### config.mk
export PLATFORM = sky130hd
export DESIGN_NAME = xml_tokenizer_events_top
export DESIGN_NICKNAME = d
export VERILOG_FILES = /design/src/xte_pkg.sv /design/src/xte_front.sv /design/src/xte_job_fifo.sv /design/src/xte_back.sv /design/src/xml_tokenizer_events_top.sv
export SDC_FILE = /design/constraint.sdc
export NUM_CORES = 2
export LEC_CHECK = 0
export BUFFER_PORTS_ARGS = -buffer_cell sky130_fd_sc_hd__buf_2
export CAP_MARGIN = 20
export CORE_ASPECT_RATIO = 1.2
export CORE_MARGIN = 2
export CORE_UTILIZATION = 45
export CTS_BUF_LIST = sky130_fd_sc_hd__clkbuf_16
export DETAILED_ROUTE_END_ITERATION = 10
export GPL_ROUTABILITY_DRIVEN = 0
export PLACE_DENSITY_LB_ADDON = 0.08
export SKIP_LAST_GASP = 1
export SLEW_MARGIN = 10
export SYNTH_ARGS = -nofsm -noshare
export SYNTH_HDL_FRONTEND = slang
export SYNTH_SLANG_ARGS = --single-unit
export TNS_END_PERCENT = 10
### constraint.sdc
create_clock -name clk -period 12.35 [get_ports clk]
set_input_delay 1.235 -clock clk [delete_from_list [all_inputs] [get_ports clk]]
set_output_delay 1.235 -clock clk [all_outputs]
set_load 0.05 [all_outputs]
### src/xte_pkg.sv
// Shared types, codes and character constants of the XML tokenizer.
`timescale 1ns / 1ps
`default_nettype none
package xte_pkg;
	localparam int OFFSET_BITS_DEF = 32;
	localparam int DEPTH_BITS_DEF  = 16;
	localparam int LOOKAHEAD       = 8;
	localparam int BUF_LEN         = LOOKAHEAD + 1;
	localparam int JOB_FIFO_DEPTH  = 4;

	localparam logic [2:0] EV_OPEN    = 3'd0;
	localparam logic [2:0] EV_CLOSE   = 3'd1;
	localparam logic [2:0] EV_ATTR    = 3'd2;
	localparam logic [2:0] EV_ENDATTR = 3'd3;
	localparam logic [2:0] EV_TEXT    = 3'd4;
	localparam logic [2:0] EV_DONE    = 3'd5;
	localparam logic [2:0] EV_ERR     = 3'd6;

	localparam logic [2:0] ERR_NONE  = 3'd0;
	localparam logic [2:0] ERR_OPEN  = 3'd1;
	localparam logic [2:0] ERR_CLOSE = 3'd2;
	localparam logic [2:0] ERR_ATTR  = 3'd3;
	localparam logic [2:0] ERR_DEPTH = 3'd4;

	localparam int K_OPEN  = 0;
	localparam int K_CLOSE = 1;
	localparam int K_TEXT  = 2;
	localparam int K_ANS   = 3;
	localparam int K_ANE   = 4;
	localparam int K_AVS   = 5;
	localparam int N_MARKS = 6;

	localparam logic [7:0] CH_LT   = 8'h3C;
	localparam logic [7:0] CH_GT   = 8'h3E;
	localparam logic [7:0] CH_QM   = 8'h3F;
	localparam logic [7:0] CH_SL   = 8'h2F;
	localparam logic [7:0] CH_DQ   = 8'h22;
	localparam logic [7:0] CH_DASH = 8'h2D;
	localparam logic [7:0] CH_RSB  = 8'h5D;
	localparam logic [7:0] CH_EQ   = 8'h3D;
	localparam logic [7:0] CH_SP   = 8'h20;
	localparam logic [7:0] CH_TAB  = 8'h09;
	localparam logic [7:0] CH_CR   = 8'h0D;
	localparam logic [7:0] CH_LF   = 8'h0A;
	localparam logic [7:0] NAME_HI = 8'd122;

	typedef enum logic [3:0] {
		M_TEXT, M_OPEN, M_CLOSE, M_APRE, M_ANAME, M_AEQ, M_AVAL, M_CDATA, M_COMM, M_HALT
	} mode_t;

	typedef enum logic {FS_RUN, FS_DRAIN} front_state_t;

	typedef struct packed {
		logic       fin;
		logic       step_last;
		logic [7:0] c;
		logic [7:0] nxt;
		logic       m_cdata;
		logic       m_comm;
		logic       m_ecomm;
		logic       m_ecdata;
		logic       m_close;
		logic       m_head;
	} job_t;

	typedef struct packed {
		logic [2:0]  kind;
		logic [2:0]  code;
		logic [15:0] depth;
		logic [31:0] ns;
		logic [31:0] ne;
		logic [31:0] vs;
		logic [31:0] ve;
		logic        last;
	} event_t;
endpackage
`default_nettype wire

### src/xte_front.sv
// Front end: lookahead window, byte offset, marker matching and job generation.
`timescale 1ns / 1ps
`default_nettype none
module xte_front import xte_pkg::*; #(
	parameter int OFFSET_BITS = OFFSET_BITS_DEF
) (
	input  wire logic                   clk,
	input  wire logic                   arst_n,
	input  wire logic                   s_tvalid,
	output logic                        s_tready,
	input  wire logic [7:0]             s_tdata,
	input  wire logic                   s_tlast,
	input  wire logic                   full,
	output logic                        push,
	output job_t                        job,
	output logic [OFFSET_BITS-1:0]      job_off
);
	localparam logic [BUF_LEN-1:0][7:0] MK_CDATA  = "<![CDATA[";
	localparam logic [BUF_LEN-1:0][7:0] MK_COMM   = {"<!--", 40'h0};
	localparam logic [BUF_LEN-1:0][7:0] MK_ECOMM  = {"-->", 48'h0};
	localparam logic [BUF_LEN-1:0][7:0] MK_ECDATA = {"]]>", 48'h0};
	localparam logic [BUF_LEN-1:0][7:0] MK_CLOSE  = {"</", 56'h0};
	localparam logic [BUF_LEN-1:0][7:0] MK_HEAD   = {"<?", 56'h0};

	function automatic logic match_at(input logic [BUF_LEN-1:0][7:0] b, input logic [3:0] n,
			input logic [BUF_LEN-1:0][7:0] m, input logic [3:0] len);
		logic ok;
		ok = 1'b1;
		for (int k = 0; k < BUF_LEN; k++) begin
			if (4'(k) < len && (4'(k) >= n || b[k] != m[BUF_LEN-1-k]))
				ok = 1'b0;
		end
		return ok;
	endfunction

	function automatic job_t make_job(input logic [BUF_LEN-1:0][7:0] b, input logic [3:0] n,
			input logic last);
		job_t j;
		j.fin       = 1'b0;
		j.step_last = last;
		j.c         = b[0];
		j.nxt       = (n > 4'd1) ? b[1] : 8'h00;
		j.m_cdata   = match_at(b, n, MK_CDATA, 4'd9);
		j.m_comm    = match_at(b, n, MK_COMM, 4'd4);
		j.m_ecomm   = match_at(b, n, MK_ECOMM, 4'd3);
		j.m_ecdata  = match_at(b, n, MK_ECDATA, 4'd3);
		j.m_close   = match_at(b, n, MK_CLOSE, 4'd2);
		j.m_head    = match_at(b, n, MK_HEAD, 4'd2);
		return j;
	endfunction

	front_state_t                 state_q;
	logic [LOOKAHEAD-1:0][7:0]    win_q;
	logic [3:0]                   fill_q;
	logic [OFFSET_BITS-1:0]       off_q;
	logic [BUF_LEN-1:0][7:0]      drn_q;
	logic [3:0]                   drn_n_q;
	logic [OFFSET_BITS-1:0]       drn_off_q;

	logic [BUF_LEN-1:0][7:0]      bufw;
	logic                         nz;
	logic                         ended;
	logic                         accept;
	logic                         full_win;
	logic [3:0]                   n_cnt;

	always_comb begin
		nz       = s_tdata != 8'h00;
		ended    = !nz || s_tlast;
		full_win = fill_q == 4'(LOOKAHEAD);
		n_cnt    = fill_q + {3'b000, nz};
		for (int k = 0; k < LOOKAHEAD; k++) begin
			if (4'(k) < fill_q)
				bufw[k] = win_q[k];
			else if (4'(k) == fill_q && nz)
				bufw[k] = s_tdata;
			else
				bufw[k] = 8'h00;
		end
		bufw[LOOKAHEAD] = (full_win && nz) ? s_tdata : 8'h00;

		s_tready = state_q == FS_RUN && !full;
		accept   = s_tvalid && s_tready;
		push     = 1'b0;
		job      = '0;
		job_off  = off_q - OFFSET_BITS'(LOOKAHEAD);
		if (state_q == FS_RUN) begin
			if (accept && !ended && full_win) begin
				push = 1'b1;
				job  = make_job(bufw, 4'(BUF_LEN), 1'b1);
			end
		end else if (!full) begin
			push    = 1'b1;
			job_off = drn_off_q;
			if (drn_n_q != 4'd0) begin
				job = make_job(drn_q, drn_n_q, 1'b0);
			end else begin
				job.fin       = 1'b1;
				job.step_last = 1'b1;
			end
		end
	end

	always_ff @(posedge clk or negedge arst_n) begin
		if (!arst_n) begin
			state_q <= FS_RUN;
			fill_q  <= 4'd0;
			off_q   <= '0;
			drn_n_q <= 4'd0;
		end else if (state_q == FS_RUN) begin
			if (accept) begin
				if (ended) begin
					drn_n_q <= n_cnt;
					fill_q  <= 4'd0;
					off_q   <= '0;
					state_q <= FS_DRAIN;
				end else if (full_win) begin
					off_q <= off_q + OFFSET_BITS'(1);
				end else begin
					fill_q <= fill_q + 4'd1;
					off_q  <= off_q + OFFSET_BITS'(1);
				end
			end
		end else if (!full) begin
			if (drn_n_q != 4'd0)
				drn_n_q <= drn_n_q - 4'd1;
			else
				state_q <= FS_RUN;
		end
	end

	always_ff @(posedge clk) begin
		if (state_q == FS_RUN && accept) begin
			if (ended) begin
				drn_q     <= bufw;
				drn_off_q <= off_q - OFFSET_BITS'(fill_q);
			end else if (full_win) begin
				win_q <= bufw[BUF_LEN-1:1];
			end else begin
				win_q[fill_q[2:0]] <= s_tdata;
			end
		end else if (state_q == FS_DRAIN && !full && drn_n_q != 4'd0) begin
			drn_q     <= {8'h00, drn_q[BUF_LEN-1:1]};
			drn_off_q <= drn_off_q + OFFSET_BITS'(1);
		end
	end
endmodule
`default_nettype wire

### src/xte_job_fifo.sv
// Short job queue between the front end and the event engine.
`timescale 1ns / 1ps
`default_nettype none
module xte_job_fifo import xte_pkg::*; #(
	parameter int WIDTH = 8,
	parameter int DEPTH = JOB_FIFO_DEPTH
) (
	input  wire logic             clk,
	input  wire logic             arst_n,
	input  wire logic             push,
	input  wire logic [WIDTH-1:0] wdata,
	output logic                  full,
	input  wire logic             pop,
	output logic [WIDTH-1:0]      rdata,
	output logic                  valid
);
	localparam int AW = $clog2(DEPTH);

	logic [WIDTH-1:0] mem_q [DEPTH];
	logic [AW-1:0]    wr_q;
	logic [AW-1:0]    rd_q;
	logic [AW:0]      cnt_q;

	assign full  = cnt_q == (AW+1)'(DEPTH);
	assign valid = cnt_q != '0;
	assign rdata = mem_q[rd_q];

	always_ff @(posedge clk or negedge arst_n) begin
		if (!arst_n) begin
			wr_q  <= '0;
			rd_q  <= '0;
			cnt_q <= '0;
		end else begin
			if (push)
				wr_q <= (wr_q == AW'(DEPTH - 1)) ? '0 : wr_q + AW'(1);
			if (pop)
				rd_q <= (rd_q == AW'(DEPTH - 1)) ? '0 : rd_q + AW'(1);
			if (push && !pop)
				cnt_q <= cnt_q + (AW+1)'(1);
			else if (pop && !push)
				cnt_q <= cnt_q - (AW+1)'(1);
		end
	end

	always_ff @(posedge clk) begin
		if (push)
			mem_q[wr_q] <= wdata;
	end
endmodule
`default_nettype wire

### src/xte_back.sv
// Event engine: parse mode, depth and span marks, event buffer and output stage.
`timescale 1ns / 1ps
`default_nettype none
module xte_back import xte_pkg::*; #(
	parameter int OFFSET_BITS = OFFSET_BITS_DEF,
	parameter int DEPTH_BITS  = DEPTH_BITS_DEF
) (
	input  wire logic                   clk,
	input  wire logic                   arst_n,
	input  wire logic                   job_valid,
	input  wire job_t                   job,
	input  wire logic [OFFSET_BITS-1:0] job_off,
	output logic                        pop,
	output logic                        m_tvalid,
	input  wire logic                   m_tready,
	output event_t                      ev
);
	localparam logic signed [DEPTH_BITS-1:0] D_MAX = {1'b0, {(DEPTH_BITS-1){1'b1}}};
	localparam logic signed [DEPTH_BITS-1:0] D_MIN = {1'b1, {(DEPTH_BITS-1){1'b0}}};
	localparam logic signed [DEPTH_BITS-1:0] D_ONE = {{(DEPTH_BITS-1){1'b0}}, 1'b1};

	function automatic logic is_name(input logic [7:0] c);
		return (c >= "0" && c <= "9") || (c >= "A" && c <= "Z") || (c >= "a" && c < NAME_HI);
	endfunction

	function automatic event_t mk_ev(input logic [2:0] kind, input logic [2:0] code,
			input logic signed [DEPTH_BITS-1:0] d, input logic [OFFSET_BITS-1:0] ns,
			input logic [OFFSET_BITS-1:0] ne, input logic [OFFSET_BITS-1:0] vs,
			input logic [OFFSET_BITS-1:0] ve);
		event_t e;
		e.kind  = kind;
		e.code  = code;
		e.depth = 16'(d);
		e.ns    = 32'(ns);
		e.ne    = 32'(ne);
		e.vs    = 32'(vs);
		e.ve    = 32'(ve);
		e.last  = 1'b0;
		return e;
	endfunction

	mode_t                         mode_q, n_mode;
	logic [3:0]                    skip_q, n_skip;
	logic signed [DEPTH_BITS-1:0]  depth_q, n_depth;
	logic [OFFSET_BITS-1:0]        mark_q [N_MARKS];
	logic [OFFSET_BITS-1:0]        n_mark [N_MARKS];
	logic [N_MARKS-1:0]            mvalid_q, n_mvalid;

	event_t                        ev_q [3];
	event_t                        nev [3];
	logic [1:0]                    ev_cnt_q, ev_ptr_q, ncnt;
	logic                          drain_last;
	logic [OFFSET_BITS-1:0]        off;
	localparam logic [OFFSET_BITS-1:0] Z = '0;

	assign m_tvalid   = ev_cnt_q != 2'd0;
	assign ev         = ev_q[ev_ptr_q];
	assign drain_last = m_tvalid && m_tready && (ev_ptr_q == ev_cnt_q - 2'd1);
	assign pop        = job_valid && (ev_cnt_q == 2'd0 || drain_last);
	assign off        = job_off;

	always_comb begin
		n_mode   = mode_q;
		n_skip   = skip_q;
		n_depth  = depth_q;
		n_mark   = mark_q;
		n_mvalid = mvalid_q;
		ncnt     = 2'd0;
		nev[0]   = '0;
		nev[1]   = '0;
		nev[2]   = '0;
		if (job.fin) begin
			if (mode_q != M_HALT) begin
				if (depth_q != '0)
					nev[0] = mk_ev(EV_ERR, ERR_DEPTH, depth_q, Z, Z, Z, Z);
				else
					nev[0] = mk_ev(EV_DONE, ERR_NONE, depth_q, Z, Z, Z, Z);
				ncnt = 2'd1;
			end
			n_mode   = M_TEXT;
			n_skip   = 4'd0;
			n_depth  = '0;
			n_mvalid = '0;
		end else if (mode_q == M_HALT) begin
			n_mode = M_HALT;
		end else if (skip_q != 4'd0) begin
			n_skip = skip_q - 4'd1;
		end else begin
			case (job.c) inside
				CH_LT: begin
					if (mode_q == M_TEXT) begin
						if (job.m_cdata) begin
							n_mode = M_CDATA;
							n_skip = 4'd8;
							n_mark[K_TEXT] = off + OFFSET_BITS'(9);
							n_mvalid[K_TEXT] = 1'b1;
						end else if (job.m_comm) begin
							n_mode = M_COMM;
							n_skip = 4'd3;
						end else if (job.m_close) begin
							n_mode = M_CLOSE;
							if (mvalid_q[K_TEXT]) begin
								nev[0] = mk_ev(EV_TEXT, ERR_NONE, depth_q, mark_q[K_TEXT], off,
									Z, Z);
								ncnt = 2'd1;
							end
							n_mvalid[K_TEXT] = 1'b0;
							n_skip = 4'd1;
							n_mark[K_CLOSE] = off + OFFSET_BITS'(2);
							n_mvalid[K_CLOSE] = 1'b1;
						end else if (job.m_head) begin
							n_mode = M_OPEN;
							n_skip = 4'd1;
							n_mark[K_OPEN] = off + OFFSET_BITS'(2);
							n_mvalid[K_OPEN] = 1'b1;
						end else begin
							n_mode = M_OPEN;
							n_mark[K_OPEN] = off + OFFSET_BITS'(1);
							n_mvalid[K_OPEN] = 1'b1;
						end
					end
				end
				CH_QM, CH_SL: begin
					if (mode_q == M_APRE) begin
						if (job.nxt == CH_GT) begin
							nev[0] = mk_ev(EV_ENDATTR, ERR_NONE, depth_q, Z, Z, Z, Z);
							nev[1] = mk_ev(EV_CLOSE, ERR_NONE, depth_q, off, off, Z, Z);
							ncnt = 2'd2;
							n_mode = M_TEXT;
							n_skip = 4'd1;
							n_depth = (depth_q == D_MIN) ? depth_q : depth_q - D_ONE;
						end
					end else if (mode_q == M_OPEN) begin
						if (job.nxt != CH_GT || !mvalid_q[K_OPEN]) begin
							nev[0] = mk_ev(EV_ERR, ERR_OPEN, depth_q, Z, Z, Z, Z);
							ncnt = 2'd1;
							n_mode = M_HALT;
						end else begin
							n_mode = M_TEXT;
							n_skip = 4'd1;
							n_depth = (depth_q == D_MAX) ? depth_q : depth_q + D_ONE;
							nev[0] = mk_ev(EV_OPEN, ERR_NONE, n_depth, mark_q[K_OPEN], off, Z, Z);
							nev[1] = mk_ev(EV_ENDATTR, ERR_NONE, n_depth, Z, Z, Z, Z);
							nev[2] = mk_ev(EV_CLOSE, ERR_NONE, n_depth, off, off, Z, Z);
							ncnt = 2'd3;
							n_mvalid[K_OPEN] = 1'b0;
							n_depth = (n_depth == D_MIN) ? n_depth : n_depth - D_ONE;
						end
					end
				end
				CH_GT: begin
					if (mode_q == M_APRE) begin
						nev[0] = mk_ev(EV_ENDATTR, ERR_NONE, depth_q, Z, Z, Z, Z);
						ncnt = 2'd1;
						n_mode = M_TEXT;
						n_mark[K_TEXT] = off + OFFSET_BITS'(1);
						n_mvalid[K_TEXT] = 1'b1;
					end else if (mode_q == M_CLOSE) begin
						n_mode = M_TEXT;
						if (!mvalid_q[K_CLOSE]) begin
							nev[0] = mk_ev(EV_ERR, ERR_CLOSE, depth_q, Z, Z, Z, Z);
							n_mode = M_HALT;
						end else begin
							nev[0] = mk_ev(EV_CLOSE, ERR_NONE, depth_q, mark_q[K_CLOSE], off,
								Z, Z);
							n_depth = (depth_q == D_MIN) ? depth_q : depth_q - D_ONE;
							n_mvalid[K_CLOSE] = 1'b0;
						end
						ncnt = 2'd1;
					end else if (mode_q == M_OPEN) begin
						n_mode = M_TEXT;
						n_mark[K_TEXT] = off + OFFSET_BITS'(1);
						n_mvalid[K_TEXT] = 1'b1;
						if (!mvalid_q[K_OPEN]) begin
							nev[0] = mk_ev(EV_ERR, ERR_OPEN, depth_q, Z, Z, Z, Z);
							ncnt = 2'd1;
							n_mode = M_HALT;
						end else begin
							n_depth = (depth_q == D_MAX) ? depth_q : depth_q + D_ONE;
							nev[0] = mk_ev(EV_OPEN, ERR_NONE, n_depth, mark_q[K_OPEN], off, Z, Z);
							nev[1] = mk_ev(EV_ENDATTR, ERR_NONE, n_depth, Z, Z, Z, Z);
							ncnt = 2'd2;
							n_mvalid[K_OPEN] = 1'b0;
						end
					end
				end
				CH_DQ: begin
					if (mode_q == M_AEQ) begin
						n_mode = M_AVAL;
						n_mark[K_AVS] = off + OFFSET_BITS'(1);
						n_mvalid[K_AVS] = 1'b1;
					end else if (mode_q == M_AVAL) begin
						n_mode = M_APRE;
						ncnt = 2'd1;
						if (!mvalid_q[K_ANS] || !mvalid_q[K_ANE] || !mvalid_q[K_AVS]) begin
							nev[0] = mk_ev(EV_ERR, ERR_ATTR, depth_q, Z, Z, Z, Z);
							n_mode = M_HALT;
						end else begin
							nev[0] = mk_ev(EV_ATTR, ERR_NONE, depth_q, mark_q[K_ANS],
								mark_q[K_ANE], mark_q[K_AVS], off);
							n_mvalid[K_ANS] = 1'b0;
							n_mvalid[K_ANE] = 1'b0;
							n_mvalid[K_AVS] = 1'b0;
						end
					end
				end
				CH_DASH: begin
					if (mode_q == M_COMM && job.m_ecomm) begin
						n_mode = M_TEXT;
						n_skip = 4'd2;
					end
				end
				CH_RSB: begin
					if (mode_q == M_CDATA && job.m_ecdata) begin
						n_mode = M_TEXT;
						if (mvalid_q[K_TEXT]) begin
							nev[0] = mk_ev(EV_TEXT, ERR_NONE, depth_q, mark_q[K_TEXT], off, Z, Z);
							ncnt = 2'd1;
						end
						n_mvalid[K_TEXT] = 1'b0;
						n_skip = 4'd2;
					end
				end
				CH_EQ: begin
					if (mode_q == M_ANAME) begin
						n_mode = M_AEQ;
						if (!mvalid_q[K_ANE]) begin
							n_mark[K_ANE] = off;
							n_mvalid[K_ANE] = 1'b1;
						end
					end
				end
				CH_SP, CH_TAB, CH_CR, CH_LF: begin
					if (mode_q == M_ANAME) begin
						if (!mvalid_q[K_ANE]) begin
							n_mark[K_ANE] = off;
							n_mvalid[K_ANE] = 1'b1;
						end
					end else if (mode_q == M_OPEN) begin
						n_mode = M_APRE;
						ncnt = 2'd1;
						if (!mvalid_q[K_OPEN]) begin
							nev[0] = mk_ev(EV_ERR, ERR_OPEN, depth_q, Z, Z, Z, Z);
							n_mode = M_HALT;
						end else begin
							n_depth = (depth_q == D_MAX) ? depth_q : depth_q + D_ONE;
							nev[0] = mk_ev(EV_OPEN, ERR_NONE, n_depth, mark_q[K_OPEN], off, Z, Z);
							n_mvalid[K_OPEN] = 1'b0;
						end
					end
				end
				default: begin
					if (mode_q == M_APRE && is_name(job.c)) begin
						n_mode = M_ANAME;
						n_mark[K_ANS] = off;
						n_mvalid[K_ANS] = 1'b1;
					end
				end
			endcase
		end
		for (int i = 0; i < 3; i++) begin
			if ((2'(i) == ncnt - 2'd1 && job.step_last) || nev[i].kind == EV_ERR)
				nev[i].last = 2'(i) < ncnt;
		end
	end

	always_ff @(posedge clk or negedge arst_n) begin
		if (!arst_n) begin
			mode_q   <= M_TEXT;
			skip_q   <= 4'd0;
			depth_q  <= '0;
			mvalid_q <= '0;
		end else if (pop) begin
			mode_q   <= n_mode;
			skip_q   <= n_skip;
			depth_q  <= n_depth;
			mvalid_q <= n_mvalid;
		end
	end

	always_ff @(posedge clk or negedge arst_n) begin
		if (!arst_n) begin
			ev_cnt_q <= 2'd0;
			ev_ptr_q <= 2'd0;
		end else if (pop) begin
			ev_cnt_q <= ncnt;
			ev_ptr_q <= 2'd0;
		end else if (drain_last) begin
			ev_cnt_q <= 2'd0;
			ev_ptr_q <= 2'd0;
		end else if (m_tvalid && m_tready) begin
			ev_ptr_q <= ev_ptr_q + 2'd1;
		end
	end

	always_ff @(posedge clk) begin
		if (pop) begin
			ev_q   <= nev;
			mark_q <= n_mark;
		end
	end

	a_ptr_in_range: assert property (@(posedge clk) disable iff (!arst_n)
		m_tvalid |-> ev_ptr_q < ev_cnt_q)
		else $error("event pointer beyond buffered events");

	a_fin_resets: assert property (@(posedge clk) disable iff (!arst_n)
		(pop && job.fin) |=> (mode_q == M_TEXT && depth_q == '0 && mvalid_q == '0))
		else $error("state not cleared after end of document");

	a_pop_needs_job: assert property (@(posedge clk) disable iff (!arst_n)
		pop |-> job_valid)
		else $error("job taken from empty queue");

	a_halt_silent: assert property (@(posedge clk) disable iff (!arst_n)
		(pop && mode_q == M_HALT) |=> ev_cnt_q == 2'd0)
		else $error("event produced while halted");
endmodule
`default_nettype wire

### src/xml_tokenizer_events_top.sv
// Top level of the streaming XML tokenizer with SAX-style events.
`timescale 1ns / 1ps
`default_nettype none
// Takes one document byte per cycle on the slave stream while the job queue is not full, and
// returns open-tag, close-tag, attribute, end-of-attributes, text, done and error events as
// byte-offset spans on the master stream. A byte is decoded once eight later bytes sit in the
// lookahead window, so events lag the input by eight bytes. The front end feeds a four-entry
// job queue; the event engine takes one job per cycle while its event buffer is empty or
// sending its last event, and sends its events one per transfer, at most three per byte. At
// the end of the document (tlast, or a zero byte) the front end flushes the window as n+1
// jobs, n being the bytes still buffered (at most nine), and takes no byte while flushing.
module xml_tokenizer_events_top import xte_pkg::*; #(
	parameter int OFFSET_BITS = OFFSET_BITS_DEF,
	parameter int DEPTH_BITS  = DEPTH_BITS_DEF
) (
	input  wire logic         clk,
	input  wire logic         arst_n,
	input  wire logic         s_tvalid,
	output logic              s_tready,
	input  wire logic [7:0]   s_tdata,   // doc_byte
	input  wire logic         s_tlast,   // end_of_doc
	output logic              m_tvalid,
	input  wire logic         m_tready,
	output logic [151:0]      m_tdata,   // error_code, nest_depth, name_start, name_end,
	                                     // value_start, value_end, zero pad
	output logic [2:0]        m_tuser,   // event_kind
	output logic              m_tlast    // last_result
);
	localparam int JW = $bits(job_t) + OFFSET_BITS;

	logic                   push, full, pop, jvalid;
	job_t                   fjob, bjob;
	logic [OFFSET_BITS-1:0] foff, boff;
	logic [JW-1:0]          rdata;
	event_t                 ev;

	xte_front #(.OFFSET_BITS(OFFSET_BITS)) u_front (
		.clk(clk), .arst_n(arst_n), .s_tvalid(s_tvalid), .s_tready(s_tready),
		.s_tdata(s_tdata), .s_tlast(s_tlast), .full(full), .push(push),
		.job(fjob), .job_off(foff)
	);

	xte_job_fifo #(.WIDTH(JW), .DEPTH(JOB_FIFO_DEPTH)) u_fifo (
		.clk(clk), .arst_n(arst_n), .push(push), .wdata({fjob, foff}), .full(full),
		.pop(pop), .rdata(rdata), .valid(jvalid)
	);

	assign bjob = rdata[JW-1:OFFSET_BITS];
	assign boff = rdata[OFFSET_BITS-1:0];

	xte_back #(.OFFSET_BITS(OFFSET_BITS), .DEPTH_BITS(DEPTH_BITS)) u_back (
		.clk(clk), .arst_n(arst_n), .job_valid(jvalid), .job(bjob), .job_off(boff),
		.pop(pop), .m_tvalid(m_tvalid), .m_tready(m_tready), .ev(ev)
	);

	assign m_tdata = {5'b00000, ev.ve, ev.vs, ev.ne, ev.ns, ev.depth, ev.code};
	assign m_tuser = ev.kind;
	assign m_tlast = ev.last;
endmodule
`default_nettype wire
# After elaboration in Yosys (flattened, before gate mapping)
# Memory sizes are Yosys's and may differ from the RTL's.
# Index checks and enable logic that the tools add are counted.
[totals]
register_bits = 863
ramBits = 224
in_bits = 13
out_inout_bits = 158
elab_cells = 748
mem_count = 1
[memory_table]
columns = ["memory", "words", "word_bits", "rd", "rd_clocked_by_memory_dff", "wr", "line_no", "text"]
rows = [
  ["u_fifo.mem_q", 4, 56, 1, 0, 1, "xte_job_fifo.sv:19", "logic [WIDTH-1:0] mem_q [DEPTH];"],
]
[classes]
addsub = 21
order_cmp = 30
n_eq_ne = 153
muxes = 335
bitwise = 18
n_reduce_logical = 125
[op_table]
columns = ["operator", "n"]
rows = [
  ["2-to-1 mux 151 bit", 36],
  ["2-to-1 mux 453 bit", 3],
  ["2-to-1 mux 302 bit", 3],
  ["2-to-1 mux 32 bit", 19],
  ["2-to-1 mux 301 bit", 2],
  ["2-to-1 mux 16 bit", 24],
  ["binary-select mux 151 bit (select 2 bit)", 1],
  ["2-to-1 mux 150 bit", 2],
  ["2-to-1 mux 4 bit", 60],
  ["2-to-1 mux 72 bit", 3],
  ["2-to-1 mux 8 bit", 19],
  ["inequality test 8 x 6 -> 1 bit (second input constant)", 19],
  ["inequality test 8 x 7 -> 1 bit (second input constant)", 18],
  ["2-to-1 mux 1 bit", 110],
  ["adder 32 x 1 -> 32 bit (second input constant)", 3],
  ["2-to-1 mux 2 bit", 37],
  ["== test 8 x 6 -> 1 bit (second input constant)", 9],
  ["bitwise mux 64 bit", 1],
  ["2-to-1 mux 64 bit", 1],
  ["== test 16 bit (second input constant)", 3],
  ["2-to-1 mux 24 bit", 2],
  ["inequality test 4 x 3 -> 1 bit (second input constant)", 11],
  ["AND reduction 13 bit", 3],
  ["AND reduction 9 bit", 4],
  ["97 further kinds", 289],
]

# Depth between registers and ports, before layout
[depth]
depth_word = 19
depth_mapped = 14
mapped_depth_nobuf = 12

# Hierarchy
# A second synthesis with hierarchy kept.
[unflattened]
hier_cells = 4159
area_unflattened_um2 = 47374.2
[modules_own_cells]
columns = ["mod", "n_inst", "cells_each", "area_per_inst_um2", "seq_area_each_um2"]
rows = [
  ["xte_back", 1, 2361, 25569.5, 14183.6],
  ["xte_front", 1, 1462, 13241.4, 6070.8],
  ["xte_job_fifo", 1, 330, 8521.9, 6901.6],
  ["xml_tokenizer_events_top", 1, 6, 41.3, 0.0],
]

# Worst setup path before layout
# No wires, ideal clock.
[synth_timing]
path_kind = "input to register"
startpoint = "in m_tready"
endpoint = "reg u_back.mark_q[100] (netlist name), enable pin"
setup_ps = 501
t_arrival_ps = 11080
required_ps = 11849
path_slack_ps = 769
stages = 7
path_buffers = 1
path_cell_list = "nand2_1 > nor3_1 > o21ai_0 > clkbuf_1 > inv_1 > nand2_1 > nor4_1"
[synth_via]
elab_chain_len = 5
[synth_rtl]
columns = ["item", "line_no", "text"]
rows = [
  ["from (decl)", "xml_tokenizer_events_top.sv:23", "input wire logic m_tready,"],
  ["logical AND 1 bit (2 in series)", "xte_back.sv:58", "assign drain_last = m_tvalid && m_tready && (ev_ptr_q == ev_cnt_q - 2'd1);"],
  ["logical OR 1 bit", "xte_back.sv:59", "assign pop = job_valid && (ev_cnt_q == 2'd0 || drain_last);"],
  ["logical AND 1 bit", "xte_back.sv:59", ""],
  ["via pop", "xml_tokenizer_events_top.sv:31", "logic push, full, pop, jvalid;"],
  ["AND reduction 10 bit (no line)", "--", ""],
  ["to (signal assigned)", "xte_back.sv:299", "mark_q <= n_mark;"],
  ["to (decl)", "xte_back.sv:45", "logic [OFFSET_BITS-1:0] mark_q [N_MARKS];"],
]
# The timed path passes the listed nets, and every way through them passes these cells.
# A chain may end at the register's enable or synchronous reset.

# Final worst setup path
[layout_timing]
startpoint = "reg u_fifo.rd_q[0]"
endpoint = "reg u_back.mark_q[181] (netlist name), enable pin"
[layout_via]
elab_chain_len = 3
elab_cells_between_ends = 7
classes_between = "1 x eq/ne; 4 x bitwise; 1 x reduce/logical; 1 x memory"
[layout_rtl]
columns = ["item", "line_no", "text"]
rows = [
  ["from (decl)", "xte_job_fifo.sv:21", "logic [AW-1:0] rd_q;"],
  ["from (signal assigned)", "xte_job_fifo.sv:37", "rd_q <= (rd_q == AW'(DEPTH - 1)) ? '0 : rd_q + AW'(1);"],
  ["memory (4 x 56 bit) *", "--", ""],
  ["== test 8 x 6 -> 1 bit (no line) or inverter 1 bit (tied branches)", "--", ""],
  ["AND reduction 9 bit (no line) *", "--", ""],
]
# Mark *: on every way between the ends. The rest lies on a longest branch, timed or not.

==> qor.csv <==
metric;value;unit
outcome;complete, no violations;
fp.dieW;301;um
synth_edf_count;836;
wl;140;mm
ys_ff_latch;918;
dieArea;108000;sq um
initial_utilization;45.4;%
dp_cells;5532;
min_period;4770;ps
fin_crit_sh;38.7;%
syn_to_final_growth;10.8;%
clk_pin_slew;80;ps
rr_endpoint;u_back.mark_q[181];
cp-start-kind;register;
synth_top_area_share;52.7;%
cts_tree;yes;
pin_count;171;
port_buffers;165;
final_util;50.4;%
wl_met2;64.4;mm
critical_path_class;register to register;
groute.usage.overall;25.5;%
yosysWarnings;0;
dr.pass1.iters;6;
h-tree-depth;3;
reg2regPathDepth;7;
async_flop_share;8.93;%
drive_above_1_share;12.8;%
synth_area_leaders;edfxtp_1, dfrtp_1, nand2_1;
yosysSeqAreaShare;57.0;%
tritoncts.num_buffers;96;
grt_max_degree;104;
core_area;105000;sq um
vias_per_cell;5.98;
post_cts_buffers;0;
yosysTopAreaCell;edfxtp_1;
min_path_type;input port to async pin;
cp_max_fo;39;
fp.dieH;360;um
cts-root-buf;clkbuf_16;
pre_cts_slack;7200;ps
detailed_place_hpwl;93.4;mm
final_hold_viol_count;0;
rrSetupSlack;7580;ps
cap_viol_max_count;0;
powerDensity;285;nW/um^2
cp_data_required_time;12660;ps
fin_nets;4296;
final_common_cell;edfxtp_1;
setup_viol;0;
slew_violations;0;
drtIter0Drc;3404;
rsz0062_at_grt;no;
grt_pass1_vias;33300;
endpoint_kind;register;
wl_per_cell;24.5;um
ir_drop;315;uV
worstSkewPairLatency;700;ps
p_leak;18.8;nW
antenna_left;0;
fin_ws;7580;ps
drc;0;
gr-total-overflow;0;
vias;34200;
antenna_found_initial;4;
final.setup_skew;44.0;ps
maxUsedRoutingLayer;met4;
syn_area;47600;sq um
most-common-layout-cells;edfxtp_1, nand2_1, o21ai_0;
ctsResizeCount;0;
yosys_most_used_dff;edfxtp_1;
hold_buffers;0;
finalNonFillerCells;5716;
row_count;130;
wl_met3;9.24;mm
synth_cell_types;110;
ctsLongestPathBuffers;3;
avgSynthCellArea;11.3;sq um
synth_cells;4228;
clock-sinks;918;
fmax;209;MHz
m1WireLength;61.2;mm
worstMarginPinSlew;1180;ps
grt_pass1_wl;212;mm
setup_tns;0;ps
r2r_start;u_fifo.rd_q[0];
crit_arrival;5090;ps
relSlewSlack;21.2;%
kinds of logic after synthesis:
logic type,after synthesis,synth area share (%)
other,1,0.00788
buffers and inverters,385,3.37
muxes,189,5.30
and+or+nand+nor,1570,16.9
DFF,918,57.0
xor gates and xnor gates,235,4.32
AOI/OAI and AO/OA,895,12.1
adders and majority gates,35,0.952
per-stage QoR:
step	cell area [sq um]	power (mW)	hold slack (ps)
after floorplan	47600	10.3	461
after global placement	49500	12.1	496
after detailed placement	49500	12.2	485
after CTS	52700	15.1	490
after global routing	52700	15.8	521
final	52800	15.0	511
registers in the layout, summed over array words and instances (netlist names):
register / flops
u_back.ev_q: 252
u_fifo.mem_q: 224
u_back.mark_q: 192
u_front.drn_q: 72
u_front.win_q: 64
u_front.drn_off_q: 32
u_front.off_q: 32
u_back.depth_q: 16
u_back.mvalid_q: 6
u_back.mode_q: 4
u_back.skip_q: 4
u_front.drn_n_q: 4
u_front.fill_q: 4
u_fifo.cnt_q: 3
u_back.ev_cnt_q: 2
u_back.ev_ptr_q: 2
u_fifo.rd_q: 2
u_fifo.wr_q: 2
u_front.state_q: 1
worst max path at each step:
stage / to / cells past startpoint / slack, ps / from
global route: u_back.ev_q[403] / 10 / 7340 / u_fifo.rd_q[0]
global placement: u_back.ev_q[131] / 8 / 7210 / m_tready
CTS: u_back.ev_q[396] / 9 / 7400 / u_fifo.rd_q[0]
finish: u_back.mark_q[181] / 7 / 7580 / u_fifo.rd_q[0]
floorplan: u_back.mark_q[100] / 7 / 770 / m_tready
detailed placement: u_back.ev_q[282] / 8 / 7200 / m_tready
per-layer routing:
| layer | up-vias | global-route usage (%) |
|---|---|---|
| li1 | 15800 | - |
| met1 | 16700 | 36.1 |
| met2 | 1374 | 40.6 |
| met3 | 302 | 3.37 |
| met4 | 0 | 8.69 |
| met5 | - | 0 |
power by group:
group	internal [mW]	switching, mW
Clock	1.66	1.26
Sequential	5.03	0.500
Combinational	1.77	4.81
critical path: stages, from the launching register on:
cell	delay, ps
dfrtp_4	620
buf_4	660
mux4_2	800
or2_1	330
nor3_1	830
nand2_1	420
nor3_2	200
buf_4	500
area by class of cell:
class	count	area, sq um
inverters	61	236
multi-input cells	2929	19000
clock inverters	80	739
well taps	1386	1730
repair buffers	242	1430
fillers	9349	52000
diodes	3	7.51
clock buffers	97	2430
flip-flops and latches	918	27200
synth_stat cells (all sizes together), types with 19 or more instances:
| master | count |
|---|---|
| xnor2 | 146 |
| edfxtp | 836 |
| nor4 | 45 |
| and3 | 49 |
| or3 | 26 |
| nor3 | 92 |
| a22o | 69 |
| o21ai | 365 |
| o31ai | 19 |
| nor2b | 23 |
| nor2 | 298 |
| clkbuf | 245 |
| xor2 | 89 |
| a31oi | 31 |
| inv | 56 |
| a21oi | 149 |
| ha | 33 |
| and2 | 217 |
| mux4 | 47 |
| buf | 79 |
| a21boi | 37 |
| nand3 | 116 |
| mux2i | 111 |
| nand2 | 500 |
| dfrtp | 82 |
| nand4 | 59 |
| mux2 | 31 |
| a222oi | 32 |
No activity file was read; power rests on OpenSTA's default activity.
